File: src/hw/rtl/bng_pkg.sv
`default_nettype none

package bng_pkg;

  // sample and register widths
  localparam int unsigned SampleW    = 32;
  localparam int unsigned ThreshW    = 31;
  localparam int unsigned HoldW      = 16;
  localparam int unsigned CountW     = HoldW + 1;
  localparam int unsigned CfgIndexW  = 8;
  localparam int unsigned CfgDataW   = 32;

  // configuration register indexes
  typedef enum logic [CfgIndexW-1:0] {
    RegGateThreshold = 8'd0,
    RegHoldLimit     = 8'd1
  } reg_index_e;

  // reset values of the registers
  localparam logic [ThreshW-1:0] ThreshReset = 31'd262144;
  localparam logic [HoldW-1:0]   HoldReset   = 16'd256;

  // output queue entry
  typedef struct packed {
    logic [SampleW-1:0] data;
    logic               last;
  } out_word_t;

endpackage

`default_nettype wire

File: src/hw/rtl/block_noise_gate.sv
`default_nettype none

// Channel   Dir  Handshake                    Payload
// s_axis    in   s_axis_tvalid/s_axis_tready  tdata[31:0] sample_in (signed)
// m_axis    out  m_axis_tvalid/m_axis_tready  tdata[31:0] sample_out, tlast block_last
// cfg       in   cfg_valid_i/cfg_ready_o      cfg_index_i, cfg_data_i
//
// A sample is taken every cycle and stored in one half of a two-bank memory while
// the other half drains at one word per cycle, set by its single read port.
// The last sample of a block waits until the previous block is fully read;
// an output stall holds the drain and with it that last sample.
// Reset clears counters and flags; the memory needs no clearing pass.
module block_noise_gate #(
  parameter int unsigned BLOCK_LEN = 32
) (
  input  wire                                   clk_i,
  input  wire                                   rst_ni,
  // s_axis tdata: [31:0] sample_in
  input  wire                                   s_axis_tvalid,
  output logic                                  s_axis_tready,
  input  wire  signed [bng_pkg::SampleW-1:0]    s_axis_tdata,
  // m_axis tdata: [31:0] sample_out; tlast: block_last
  output logic                                  m_axis_tvalid,
  input  wire                                   m_axis_tready,
  output logic signed [bng_pkg::SampleW-1:0]    m_axis_tdata,
  output logic                                  m_axis_tlast,
  input  wire                                   cfg_valid_i,
  output logic                                  cfg_ready_o,
  input  wire         [bng_pkg::CfgIndexW-1:0]  cfg_index_i,
  input  wire         [bng_pkg::CfgDataW-1:0]   cfg_data_i
);
  import bng_pkg::*;

  localparam int unsigned PosW     = (BLOCK_LEN > 1) ? $clog2(BLOCK_LEN) : 1;
  localparam int unsigned MemDepth = 2 * (1 << PosW);
  localparam logic [PosW-1:0] LastPos = PosW'(BLOCK_LEN - 1);

  // configuration registers
  logic [ThreshW-1:0] thresh_q;
  logic [HoldW-1:0]   hold_q;

  assign cfg_ready_o = 1'b1;

  always_ff @(posedge clk_i or negedge rst_ni) begin
    if (!rst_ni) begin
      thresh_q <= ThreshReset;
      hold_q   <= HoldReset;
    end else if (cfg_valid_i) begin
      case (cfg_index_i)
        RegGateThreshold: thresh_q <= cfg_data_i[ThreshW-1:0];
        RegHoldLimit:     hold_q   <= cfg_data_i[HoldW-1:0];
        default: ;
      endcase
    end
  end

  // fill side state
  logic [PosW-1:0]   fill_pos_q, fill_pos_d;
  logic              fill_bank_q, fill_bank_d;
  logic              all_quiet_q, all_quiet_d;
  logic [CountW-1:0] count_q, count_d;

  // drain side state
  logic              drain_act_q, drain_act_d;
  logic              drain_bank_q, drain_bank_d;
  logic              drain_mute_q, drain_mute_d;
  logic [PosW-1:0]   drain_idx_q, drain_idx_d;

  // read pipeline and output queue
  logic              rd_pend_q;
  logic              rd_last_q;
  logic              rd_mute_q;
  logic [SampleW-1:0] rd_data_q;
  out_word_t         queue_q [2];
  out_word_t         queue_d [2];
  logic              wr_slot;
  logic [1:0]        cnt_q, cnt_d;

  logic              in_fire, fill_end, sample_quiet, quiet_block, mute;
  logic [CountW-1:0] count_inc, count_cap;
  logic              pop, push, issue;

  logic [SampleW-1:0] mem [MemDepth];

  // hold the block-final sample while the previous block still drains
  assign s_axis_tready = !((fill_pos_q == LastPos) && drain_act_q);
  assign in_fire       = s_axis_tvalid && s_axis_tready;
  assign fill_end      = in_fire && (fill_pos_q == LastPos);

  // signed compare against the threshold, gate count update
  assign sample_quiet = s_axis_tdata < $signed({1'b0, thresh_q});
  assign quiet_block  = all_quiet_q && sample_quiet;
  assign count_inc    = count_q + CountW'(1);
  assign count_cap    = {1'b0, hold_q} + CountW'(1);
  assign mute         = count_d > {1'b0, hold_q};

  always_comb begin
    fill_pos_d  = fill_pos_q;
    fill_bank_d = fill_bank_q;
    all_quiet_d = all_quiet_q;
    count_d     = count_q;
    if (in_fire) begin
      if (fill_end) begin
        fill_pos_d  = '0;
        fill_bank_d = !fill_bank_q;
        all_quiet_d = 1'b1;
        if (quiet_block) begin
          count_d = (count_inc > count_cap) ? count_cap : count_inc;
        end else begin
          count_d = '0;
        end
      end else begin
        fill_pos_d  = fill_pos_q + PosW'(1);
        all_quiet_d = quiet_block;
      end
    end
  end

  // issue a read when the queue has room for the word in flight
  assign pop   = m_axis_tvalid && m_axis_tready;
  assign push  = rd_pend_q;
  assign issue = drain_act_q &&
                 ((3'(cnt_q) + 3'(rd_pend_q) - 3'(pop)) <= 3'd1);

  always_comb begin
    drain_act_d  = drain_act_q;
    drain_bank_d = drain_bank_q;
    drain_mute_d = drain_mute_q;
    drain_idx_d  = drain_idx_q;
    if (issue) begin
      if (drain_idx_q == LastPos) begin
        drain_act_d = 1'b0;
        drain_idx_d = '0;
      end else begin
        drain_idx_d = drain_idx_q + PosW'(1);
      end
    end
    // start the drain of a completed block
    if (fill_end) begin
      drain_act_d  = 1'b1;
      drain_bank_d = fill_bank_q;
      drain_mute_d = mute;
      drain_idx_d  = '0;
    end
  end

  always_ff @(posedge clk_i or negedge rst_ni) begin
    if (!rst_ni) begin
      fill_pos_q   <= '0;
      fill_bank_q  <= 1'b0;
      all_quiet_q  <= 1'b1;
      count_q      <= '0;
      drain_act_q  <= 1'b0;
      drain_bank_q <= 1'b0;
      drain_mute_q <= 1'b0;
      drain_idx_q  <= '0;
      rd_pend_q    <= 1'b0;
      cnt_q        <= '0;
    end else begin
      fill_pos_q   <= fill_pos_d;
      fill_bank_q  <= fill_bank_d;
      all_quiet_q  <= all_quiet_d;
      count_q      <= count_d;
      drain_act_q  <= drain_act_d;
      drain_bank_q <= drain_bank_d;
      drain_mute_q <= drain_mute_d;
      drain_idx_q  <= drain_idx_d;
      rd_pend_q    <= issue;
      cnt_q        <= cnt_d;
    end
  end

  // sample memory: one write port, one registered read port
  always_ff @(posedge clk_i) begin
    if (in_fire) begin
      mem[{fill_bank_q, fill_pos_q}] <= s_axis_tdata;
    end
    if (issue) begin
      rd_data_q <= mem[{drain_bank_q, drain_idx_q}];
      rd_last_q <= (drain_idx_q == LastPos);
      rd_mute_q <= drain_mute_q;
    end
  end

  // two-word output queue, head in entry 0
  assign cnt_d   = cnt_q + 2'(push) - 2'(pop);
  assign wr_slot = (cnt_q == 2'd2) || ((cnt_q == 2'd1) && !pop);

  always_comb begin
    queue_d = queue_q;
    if (pop) begin
      queue_d[0] = queue_q[1];
    end
    if (push) begin
      queue_d[wr_slot].data = rd_mute_q ? '0 : rd_data_q;
      queue_d[wr_slot].last = rd_last_q;
    end
  end

  always_ff @(posedge clk_i) begin
    queue_q <= queue_d;
  end

  assign m_axis_tvalid = (cnt_q != 2'd0);
  assign m_axis_tdata  = $signed(queue_q[0].data);
  assign m_axis_tlast  = queue_q[0].last;

endmodule

`default_nettype wire
File: config.mk
export PLATFORM = sky130hd
export DESIGN_NAME = block_noise_gate
export DESIGN_NICKNAME = d
export VERILOG_FILES = /design/src/hw/rtl/bng_pkg.sv /design/src/hw/rtl/block_noise_gate.sv
export SDC_FILE = /design/constraint.sdc
export NUM_CORES = 2
export LEC_CHECK = 0
export CORE_ASPECT_RATIO = 1.1
export CORE_UTILIZATION = 60
export DETAILED_ROUTE_END_ITERATION = 10
export DONT_BUFFER_PORTS = 1
export PLACE_DENSITY = 0.84
export SLEW_MARGIN = 30
export SYNTH_ARGS = -nofsm -noshare
export SYNTH_HDL_FRONTEND = slang
export SYNTH_SLANG_ARGS = --single-unit
File: constraint.sdc
create_clock -name clk_i -period 6.7 [get_ports clk_i]
set_clock_uncertainty 0.1 [all_clocks]
set_input_delay 1.34 -clock clk_i [delete_from_list [all_inputs] [get_ports clk_i]]
set_output_delay 1.34 -clock clk_i [all_outputs]
set_load 0.02 [all_outputs]
; ---- Yosys cells after proc, flatten, opt, wreduce, memory -nomap -nowiden
; Memories as Yosys holds them, arrays and structs flattened. A register that Yosys moved wholly into a read port is not among the register bits.
; Index checks and enable logic that the tools add are counted.
[totals]
reg_bits = 150
ram_bits = 2048
inputBits = 77
output_inout_bits = 36
elab_cells = 82
mem_count = 1
[classes]
addsub = 8
magnitude_cmp = 6
n_eq_ne = 5
muxes = 23
n_bitwise = 1
n_reduce_logical = 20
[mem_list]
columns = name, depth, word_bits, rd, rd_ports_with_merged_regs, write_ports, line_no
row1 = mem, 64, 32, 1, 1, 1, block_noise_gate.sv:83  ; logic [SampleW-1:0] mem [MemDepth];
[op_table]
columns = operator, count
row1 = 66-bit bitwise mux, 2
row2 = 17-bit two-way mux, 4
row3 = 33-bit demux with 1-bit select, 2
row4 = 33-bit two-way mux, 2
row5 = 66-bit two-way mux, 1
row6 = 32-bit less-than comparator, 1
row7 = 32-bit two-way mux, 1
row8 = 5-bit two-way mux, 4
row9 = "16-bit by 1-bit adder with 17-bit output, second input constant", 1
row10 = "17-bit by 1-bit adder with 17-bit output, second input constant", 1
row11 = 17-bit by 16-bit greater-than comparator with 1-bit output, 1
row12 = 17-bit greater-than comparator, 1
row13 = "5-bit by 1-bit adder with 5-bit output, second input constant", 2
row14 = "5-bit == test, second input constant", 2
row15 = "8-bit by 1-bit == test with 1-bit output, second input constant", 1
row16 = 1-bit logical AND, 8
row17 = 8-bit logical NOT, 1
row18 = 2-bit AND reduction, 4
row19 = 1-bit two-way mux, 7
row20 = 2-bit nonzero test, 3
row21 = 2-bit by 1-bit adder with 3-bit output, 1
row22 = "3-bit by 1-bit less-or-equal comparator with 1-bit output, second input constant", 1
row23 = 1-bit logical NOT, 3
row24 = 3-bit by 1-bit subtractor with 3-bit output, 1
row25 = 8 further kinds, 8

; ---- Logic depth before layout (Yosys ltp)
[depth]
ltp_word = 13
mapped_depth = 22

; ---- Worst setup path before layout
; No wires, ideal clock.
[synth_timing]
path_type = in2reg
from = input s_axis_tvalid
to = memory mem[47][0] (enable)
setup_ps = 468
arrival_ps = 4276
setup_slack_ps = 1856
cell_stages = 4
cell_sequence = and3_1 > clkbuf_1 > nand4_1 > nor3b_1
[synth_via]
elab_chain_cells = 3
[synth_rtl]
columns = element, line_no
row1 = start: declaration, block_noise_gate.sv:19  ; input wire s_axis_tvalid,
row2 = 1-bit logical AND, block_noise_gate.sv:87  ; assign in_fire = s_axis_tvalid && s_axis_tready;
row3 = 1-bit two-way mux, block_noise_gate.sv:175  ; if (in_fire) begin
row4 = 1-bit two-way mux (implied by the code), block_noise_gate.sv:176  ; mem[{fill_bank_q, fill_pos_q}] <= s_axis_tdata;
row5 = end: declaration, block_noise_gate.sv:83
; Every way passes these cells.

; ---- Worst setup path after layout
[layout_timing]
from = register count_q[0]
to = register drain_mute_q
[layout_via]
elab_chain_cells = 7
[layout_rtl]
columns = element, line_no
row1 = start: declaration, block_noise_gate.sv:61  ; logic [CountW-1:0] count_q, count_d;
row2 = start signal: assignment, block_noise_gate.sv:163  ; count_q <= count_d;
row3 = 17-bit by 1-bit adder with 17-bit output *, block_noise_gate.sv:93  ; assign count_inc = count_q + CountW'(1);
row4 = 17-bit greater-than comparator, block_noise_gate.sv:108  ; count_d = (count_inc > count_cap) ? count_cap : count_inc;
row5 = 17-bit two-way mux *, block_noise_gate.sv:108
row6 = 17-bit two-way mux *, block_noise_gate.sv:107  ; if (quiet_block) begin
row7 = 17-bit two-way mux *, block_noise_gate.sv:103  ; if (fill_end) begin
row8 = 17-bit two-way mux *, block_noise_gate.sv:102  ; if (in_fire) begin
row9 = via count_d[2], block_noise_gate.sv:61
row10 = 17-bit by 16-bit greater-than comparator with 1-bit output *, block_noise_gate.sv:95  ; assign mute = count_d > {1'b0, hold_q};
row11 = end signal: assignment, block_noise_gate.sv:166  ; drain_mute_q <= drain_mute_d;
row12 = end: declaration, block_noise_gate.sv:66  ; logic drain_mute_q, drain_mute_d;
; The timed path passes the listed nets; every way through them passes the cells marked *.
; A chain may end at the register's enable or synchronous reset.

==> results.sh <==
export IMPL_status="finished, final reports clean"
export IMPL_ys_dominant_reg_cell="edfxtp_1"
export IMPL_critPathSlowestCell="a21oi_2"
export IMPL_dr_pass1_iters=6
export IMPL_hpwl_um=122000
export IMPL_arrival_ns=6.46
export IMPL_antenna_found_initial=11
export IMPL_netlist_instances=3873
export IMPL_final_util_pct=66.9
export IMPL_setup_violations=0
export IMPL_yosysTopAreaCell="edfxtp_1"
export IMPL_setup_tns_ns=0
export IMPL_h_tree_depth=4
export IMPL_wl_met3_um=30200
export IMPL_yosys_top_cells_area="edfxtp_1 73%, mux4_2 17%, dfrtp_1 2.3%, ha_1 1.0%, dfxtp_1 0.76%"
export IMPL_clockRootBuffer="clkbuf_16"
export IMPL_io_buffers=0
export IMPL_synthTopCellsByCount="2,115 x edfxtp_1, 672 x mux4_2, 122 x clkbuf_1, 122 x nor2_1, 96 x nand2_1"
export IMPL_die_height_um=402
export IMPL_clk_latency_ns=0.85
export IMPL_holdWs_ns=0.0770
export IMPL_yosysMostFrequentCell="edfxtp_1"
export IMPL_die_area_sq_um=147000
export IMPL_fin_crit_sh_pct=87.4
export IMPL_ioPinCount=113
export IMPL_synth_cell_types=58
export IMPL_drive_above_1_share_pct=28.2
export IMPL_syn_area_sq_um=87100
export IMPL_wl_met2_um=122000
export IMPL_worst_slew_pin_slew_ns=1.08
export IMPL_post_cts_setup_buffers=0
export IMPL_route_detailed_drc=0
export IMPL_synthToLayoutAreaGrowth_pct=10.6
export IMPL_synth_nets=4022
export IMPL_final_instance_count_excl_fill=6045
export IMPL_syn_area_per_cell_sq_um=22.5
export IMPL_worst_setup_path_type="flip-flop to flip-flop"
export IMPL_core_area_sq_um=144000
export IMPL_cp_start_kind="flip-flop"
export IMPL_synth_edf_count=2115
export IMPL_numCtsBuffers=199
export IMPL_vias=43400
export IMPL_drt_antenna_violating_nets=0
export IMPL_die_w_um=365
export IMPL_clkTransAtPathRegs_ns=0.07
export IMPL_cts_max_path_buffers=3
export IMPL_grt_use_total_pct=33.4
export IMPL_ir_worst_vdd_mv=0.410
export IMPL_leakage_nw=29.9
export IMPL_async_flop_share_pct=3.68
export IMPL_yosys_register_bits=2230
export IMPL_drt_initial_drc_count=7674
export IMPL_slew_viol_final=0
export IMPL_synth_top_cell_area_share_pct=72.9
export IMPL_num_rows=146
export IMPL_grt_max_degree=123
export IMPL_worstPathRequired_ns=7.30
export IMPL_yosysWarnings=0
export IMPL_nets=4098
export IMPL_grt_pass1_wl_um=335000
export IMPL_stdcell_area_sq_um=96300
export IMPL_cts_sink_count=2230
export IMPL_grt_pass1_vias=43700
export IMPL_rsz0062_at_grt="false"
export IMPL_worstPathMaxFanout=15
export IMPL_drv_cap=0
export IMPL_fmax_mhz=171
export IMPL_wl_per_cell_um=40.0
export IMPL_wirelength_um=242000
export IMPL_dp_cells=5669
export IMPL_top_layer="met5"
export IMPL_wl_met1_um=76400
export IMPL_seq_area_frac_synth_pct=76.1
export IMPL_place_area_sq_um=89900
export IMPL_power_density_nw_per_um2=378
export IMPL_avgViaCountPerCell=7.19
export IMPL_relSlewSlack_pct=27.9
export IMPL_start_util_pct=60.5
export IMPL_cts_tree="built"
export IMPL_worst_hold_path_type="input port to async pin"
export IMPL_postCtsResizedCells=0
export IMPL_holdBufCountCts=0
export IMPL_min_period_ns=5.86
export IMPL_crit_top_cell="o21ai_0"
export IMPL_cp_end_kind="flip-flop"
export IMPL_crit_chain="nand2_1 -> nor3_1 -> and3_1 -> nand3_1 -> xnor2_1 -> ha_1 -> and4_1 -> nand4_1 -> a31o_2 -> a21oi_2 -> buf_4 -> mux2_2 -> o21ai_0 -> ha_1 -> o21a_1 -> o21ai_0 -> a2111oi_0 -> o21ai_0 -> a31oi_1"
export IMPL_finalHoldViolCount=0
export IMPL_grt_overflow_total=0
export IMPL_slowest_delay_ns=0.74
export IMPL_place_congestion=0.827
[power breakdown]
| group | switching (W) | internal, W |
|---|---|---|
| clock network | 0.00527 | 0.00615 |
| registers | 0.000736 | 0.0160 |
| logic | 0.00445 | 0.00371 |
| total | 0.0105 | 0.0259 |
[metal layers]
layer / vias to the layer above / GRT usage (%)
met4: 8 / 16.1
met3: 777 / 7.81
met2: 3925 / 54.7
li1: 16400 / -
met5: - / 0
met1: 22400 / 42.3
[registers in the layout, indices dropped and copies added (netlist names), named ones only]
register / count
hold_q: 16
cnt_q: 2
rd_mute_q: 1
fill_pos_q: 5
mem: 2048
drain_idx_q: 5
drain_mute_q: 1
rd_data_q: 32
fill_bank_q: 1
all_quiet_q: 1
count_q: 17
m_axis_tdata: 32
push: 1
drain_act_q: 1
thresh_q: 31
drain_bank_q: 1
m_axis_tlast: 1
rd_last_q: 1
[kinds of logic after synthesis]
kind of cell               count (synthesis)  share of synthesized area (%)
AOI/OAI and AO/OA                        157                           1.05
and+or+nand+nor                          362                           1.95
xor gates and xnor gates                  29                          0.292
DFF                                     2230                           76.1
adders and majority gates                 72                           1.04
buffers and inverters                    290                           1.51
muxes                                    732                           18.1
other                                      1                        0.00431
[placed cells by master, fill, tap and decap left out, types with 37 or more instances in the layout]
cell type | netlist | final
nand2_1 | 96 | 94
buf_4 | 43 | 83
mux4_2 | 672 | 672
o21ai_0 | 51 | 51
nor2b_1 | 38 | 38
edfxtp_1 | 2115 | 2115
a21oi_1 | 66 | 65
mux2i_1 | 40 | 40
clkinv_2 | 0 | 37
nor2_1 | 122 | 61
inv_1 | 63 | 62
nor2_4 | 0 | 60
ha_1 | 71 | 71
dfrtp_1 | 79 | 73
clkinv_1 | 0 | 50
clkbuf_16 | 0 | 206
[final cells by class]
class	instances	area [sq um]
clock buffers	247	5370
repair buffers	102	1030
flip-flops and latches	2230	66200
inverters	63	236
clock inverters	119	928
multi-input cells	1353	20000
diodes	7	17.5
fillers	8210	47700
well taps	1924	2410
[path summary, 6_finish.rpt]
path,slack [ns],to,from,cells past startpoint
max reg2reg,0.84,drain_mute_q$_DFFE_PN0P_,count_q[0]$_DFF_PN0_,19
max,0.84,drain_mute_q$_DFFE_PN0P_,count_q[0]$_DFF_PN0_,19
min,0.08,thresh_q[20]$_DFFE_PN0P_,rst_ni,0
min reg2reg,0.36,flip-flop,rd_last_q$_DFFE_PP_,0
max in group asynchronous,6.21,hold_q[8]$_DFFE_PN1P_,rst_ni,0
min in group clk_i,0.36,flip-flop,rd_last_q$_DFFE_PP_,0
[worst max-delay path, delay by kind of cell, from the launching register on]
kind                       cells  cell delay [ns]
AOI/OAI and AO/OA              8             2.18
xor gates and xnor gates       1             0.16
adders and majority gates      2             0.60
buffers and inverters          1             0.30
DFF                            1             0.45
muxes                          1             0.34
and+or+nand+nor                6             1.58
[through the flow]
stage,total power (W),setup slack [ns]
6_report,0.0363,0.844
2_1_floorplan,0.0225,1.86
3_3_place_gp,0.0245,1.00
3_5_place_dp,0.0248,0.903
4_1_cts,0.0362,0.905
5_1_grt,0.0372,0.476
Note: power is estimated with default switching activity, not from simulation.
